===== config.mk =====
export PLATFORM = sky130hd
export DESIGN_NAME = tsc_canon
export DESIGN_NICKNAME = d
export VERILOG_FILES = /design/src/rtl/tsc_pkg.sv /design/src/rtl/tsc_canon.sv
export SDC_FILE = /design/constraint.sdc
export NUM_CORES = 1
export LEC_CHECK = 0
export BUFFER_PORTS_ARGS = -buffer_cell sky130_fd_sc_hd__clkbuf_2
export CAP_MARGIN = 40
export CELL_PAD_IN_SITES_DETAIL_PLACEMENT = 0
export CELL_PAD_IN_SITES_GLOBAL_PLACEMENT = 1
export CORE_ASPECT_RATIO = 0.8
export CORE_MARGIN = 4
export CORE_UTILIZATION = 36
export DETAILED_ROUTE_END_ITERATION = 10
export PLACE_DENSITY = 0.84
export SYNTH_ARGS = -nofsm -noshare
export SYNTH_HDL_FRONTEND = slang
export SYNTH_SLANG_ARGS = --single-unit

===== constraint.sdc =====
create_clock -name vclk -period 5
set_clock_uncertainty 0.05 [all_clocks]
set_input_delay 1 -clock vclk [all_inputs]
set_output_delay 1 -clock vclk [all_outputs]
set_load 0.02 [all_outputs]

===== src/rtl/tsc_pkg.sv =====
// ----------------------------------------------------------------------------
// Triangle set containment package
// Shared types and codes for the triangle set and its cell chain.
// ----------------------------------------------------------------------------
package tsc_pkg;

   localparam int CORNER_W = 32;
   localparam int OPCODE_W = 2;

   localparam logic [OPCODE_W-1:0] OP_CLEAR = 2'd0;
   localparam int OP_CHECK_BIT = 1;

   typedef enum logic [2:0] {
      ST_STORED     = 3'd0,
      ST_PRESENT    = 3'd1,
      ST_DEGENERATE = 3'd2,
      ST_FULL       = 3'd3,
      ST_FOUND      = 3'd4,
      ST_MISSING    = 3'd5,
      ST_CLEARED    = 3'd6
   } status_type;

   typedef enum logic [1:0] {
      FSM_IDLE,
      FSM_WALK,
      FSM_DONE
   } fsm_type;

   typedef struct packed {
      logic [CORNER_W-1:0] lowest;
      logic [CORNER_W-1:0] middle;
      logic [CORNER_W-1:0] trailing;
   } triangle_type;

   typedef struct packed {
      logic         active;
      logic         check;
      triangle_type shape;
      logic         hit;
      logic         stored;
   } token_type;

endpackage


===== src/rtl/tsc_canon.sv =====
// ----------------------------------------------------------------------------
// Triangle canonical form
// Flags a degenerate triangle and rotates the corners, keeping the winding,
// so that the smallest signed index comes first.
// ----------------------------------------------------------------------------
module tsc_canon (
   input  logic [tsc_pkg::CORNER_W-1:0] corner_a_i,
   input  logic [tsc_pkg::CORNER_W-1:0] corner_b_i,
   input  logic [tsc_pkg::CORNER_W-1:0] corner_c_i,
   output logic                         degenerate_o,
   output tsc_pkg::triangle_type        tri_o
);
   import tsc_pkg::*;

   logic a_le_b;
   logic a_le_c;
   logic b_le_c;

   assign a_le_b = $signed(corner_a_i) <= $signed(corner_b_i);
   assign a_le_c = $signed(corner_a_i) <= $signed(corner_c_i);
   assign b_le_c = $signed(corner_b_i) <= $signed(corner_c_i);

   assign degenerate_o = (corner_a_i == corner_b_i) || (corner_a_i == corner_c_i) ||
                         (corner_b_i == corner_c_i);

   always_comb begin
      if (a_le_b && a_le_c) begin
         tri_o.lowest   = corner_a_i;
         tri_o.middle   = corner_b_i;
         tri_o.trailing = corner_c_i;
      end else if (b_le_c) begin
         tri_o.lowest   = corner_b_i;
         tri_o.middle   = corner_c_i;
         tri_o.trailing = corner_a_i;
      end else begin
         tri_o.lowest   = corner_c_i;
         tri_o.middle   = corner_a_i;
         tri_o.trailing = corner_b_i;
      end
   end

endmodule


== After elaboration in Yosys (flattened, before gate mapping) ==
Cells that the tools add are included.
Widths: inputs -> output; s select.

* Register bits: 0
* Input bits: 96
* Output and inout bits: 97

* Order comparisons: 3
* Equality and inequality tests: 3
* Multiplexer cells: 2
* Reductions and logical operators: 3

{| class="wikitable"
|+ Operators with widths
! operator !! count
|-
| $mux 96 || 2
|-
| $eq 32x32->1 || 3
|-
| $le 32x32->1 || 3
|-
| $logic_or 1x1->1 || 2
|-
| $logic_and 1x1->1 || 1
|}

== Logic depth before layout (Yosys ltp) ==
* Depth in word-level cells: 3
* Depth in mapped cells: 13
* Mapped depth without buffers: 10

== Worst setup path before layout ==
No wires, ideal clock.

* Kind: input to output
* Start point: input corner_b_i[14] (netlist name)
* End point: output tri_o[25] (netlist name)
* Arrival time: 3.404 ns
* Slack: 0.546 ns
* Stages on the path: 12
* Cells stage by stage: inv_1 -> ha_1 -> a21oi_1 -> nand2_1 -> a22o_1 -> or4_1 -> a21oi_1 -> xnor2_1 -> o22ai_2 -> buf_6 -> buf_6 -> mux2i_1

{| class="wikitable"
|+ RTL lines
! what !! line !! source
|-
| start: declaration || tsc_canon.sv:8 || <nowiki>input logic [tsc_pkg::CORNER_W-1:0] corner_b_i,</nowiki>
|-
| end: declaration || tsc_canon.sv:11 || <nowiki>output tsc_pkg::triangle_type tri_o</nowiki>
|}

==> impl_metrics.json <==
{
  "grt_pass1_wl_um": 23400,
  "vdd_drop_max_v": 0.000130,
  "drc": 0,
  "final_cells": 887,
  "power_density_mw_per_mm2": 213,
  "finalSetupTns_ps": 0,
  "via_count": 4741,
  "dieArea_mm2": 0.0141,
  "relSlewSlack": 0.687,
  "p_leak_nw": 3.72,
  "placed_cells": 880,
  "critPathMaxFanout": 12,
  "antenna_found_initial": 0,
  "ys_seq_area_frac": 0,
  "clock.fmax_mhz": 203,
  "seqPwrFrac": 0,
  "synth_fp_nets": 715,
  "outcome": "completed",
  "n_antenna_cell": 0,
  "p_sw_frac": 0.557,
  "wl_per_cell_um": 17.1,
  "vias_per_cell": 5.34,
  "grt-ovfl-total": 0,
  "switchingPower_mw": 0.728,
  "yosys_warnings": 0,
  "drv_cap": 0,
  "syn-cell-area_mm2": 0.00442,
  "hold_viol": 0,
  "drtPass1Iterations": 4,
  "hold_class": "input port to output pin",
  "nFillCells": 1110,
  "synth_area_per_cell_um2": 8.45,
  "finalSetupViolations": 0,
  "port_buffers": 193,
  "grt_max_degree": 34,
  "die_h_um": 107,
  "tightest_slew_ps": 469,
  "nNetsFinal": 933,
  "ant_nets": 0,
  "dp_hpwl_um": 12600,
  "yosysUniqueCellTypes": 41,
  "clkbuf_count": 0,
  "start_util": 0.375,
  "wl_um": 15200,
  "slew_viol_final": 0,
  "final_layout_size_suffix_gt1_frac": 0.386,
  "fin_area_mm2": 0.00612,
  "cp_data_arrival_time_ps": 3870,
  "syn_to_final_growth_pct": 38.4,
  "io_pins": 193,
  "cp.required_ps": 3950,
  "seq_cell_count": 0,
  "postCtsHoldBufs": 0,
  "power_frac_clock": 0,
  "track_usage": 0.193,
  "period_needed_ps": 4920,
  "grt_pass1_vias": 4735,
  "pwr-share-comb": 1.000,
  "crit_type": "input port to output pin",
  "synth_cells": 523,
  "p_int_mw": 0.579,
  "die_x_um": 132,
  "drt_iter0_drc": 160,
  "gp_congestion": 0.871,
  "startpoint_type": "input port",
  "dpl-instance-area_mm2": 0.00579,
  "core_mm2": 0.0118,
  "cp-end-kind": "output pin",
  "seq_area_um2": 0,
  "fin_crit_sh": 0.984,
  "row_count": 35
}
-- worst paths after layout --
| check | start | to | slack, ps | cells past startpoint |
|---|---|---|---|---|
| worst max-delay path | corner_b_i[31] | tri_o[15] | 80 | 14 |
| worst min-delay path | corner_c_i[13] | tri_o[13] | 2350 | 4 |
-- cells in the final DEF (no fill, tap or decap), types with 3 or more instances in the layout --
master	n
a21o_1	13
a21oi_1	32
buf_12	6
buf_2	11
buf_4	34
clkbuf_16	4
clkbuf_2	178
ha_1	93
ha_4	3
inv_1	67
inv_2	3
mux2_1	6
mux2_2	25
mux2i_1	156
mux2i_2	4
nand2_1	21
nand3_1	7
nand4_1	17
nor2_1	7
nor4_1	3
o21ai_0	6
-- worst max-delay path: stages --
cell and delay [ps]:
clkbuf_2 130, inv_1 90, ha_1 310, and4_1 270
nand4_1 170, nor4_1 380, buf_4 200, a21oi_4 60
xnor2_2 150, o22ai_4 220, buf_12 180, buf_16 160
mux2i_2 320, clkbuf_2 230
-- repair_timing --
| action | 4_1_cts | 5_1_grt |
|---|---|---|
| cloned | 1 | 4 |
| gates resized for setup | 3 | 52 |
| endpoints found under the hold margin | 0 | 0 |
| setup endpoints to repair | 82 | 96 |
| pin swaps | 1 | 7 |
| buffers inserted | 0 | 2 |
-- power groups by stage --
stage / clock, mW / combinational, mW / sequential, mW
3_5_place_dp: 0 / 1.19 / 0
3_3_place_gp: 0 / 1.17 / 0
5_1_grt: 0 / 1.40 / 0
6_report: 0 / 1.31 / 0
2_1_floorplan: 0 / 0.810 / 0
4_1_cts: 0 / 1.22 / 0
-- cells in the mapped netlist, types with 6 or more instances --
cell / number / area, um^2
nand3_1: 7 / 35.0
mux2i_1: 160 / 1600
ha_1: 96 / 1200
mux2_1: 6 / 67.6
nand4_1: 17 / 106
a21oi_1: 33 / 165
buf_2: 11 / 55.1
o21ai_0: 8 / 40.0
mux2_2: 26 / 293
nor2_1: 7 / 26.3
inv_1: 70 / 263
a21o_1: 13 / 97.6
nand2_1: 21 / 78.8
-- through the flow --
step / utilization / power, mW / hold WS [ps] / setup WS [ps]
floorplan: - / 0.810 / 2140 / 546
global placement: 0.491 / 1.17 / 2360 / -116
detailed placement: 0.491 / 1.19 / 2370 / -153
CTS: 0.495 / 1.22 / 2380 / -27.6
global route: 0.519 / 1.40 / 2380 / -33.8
finish: 0.519 / 1.31 / 2350 / 78.4
-- layout make-up --
type | instances | area [um^2] | share of cell area
multi-input combinational | 432 | 4170 | 0.681
timing repair buffer | 237 | 1500 | 0.246
inverter | 70 | 263 | 0.0429
tap | 148 | 185 | 0.0303
-- layer usage --
metal / vias to the layer above / wire, um / track usage
met3: 2 / 707 / 0.0188
met4: 0 / 16 / 0.00525
met2: 127 / 6980 / 0.321
li1: 2384 / - / -
met1: 2228 / 7490 / 0.283
met5: - / 0 / 0
-- cell families (layout without fill, tap and decap cells) --
| logic type | Yosys count | in the layout | synth area share |
|---|---|---|---|
| xor+xnor | 2 | 2 | 0.00396 |
| mux | 192 | 192 | 0.444 |
| buf+inv | 91 | 307 | 0.0931 |
| fa+ha+maj | 96 | 96 | 0.272 |
| simple gates | 65 | 65 | 0.0744 |
| compound gates | 77 | 77 | 0.113 |
Note: power is estimated with default switching activity, not from simulation.
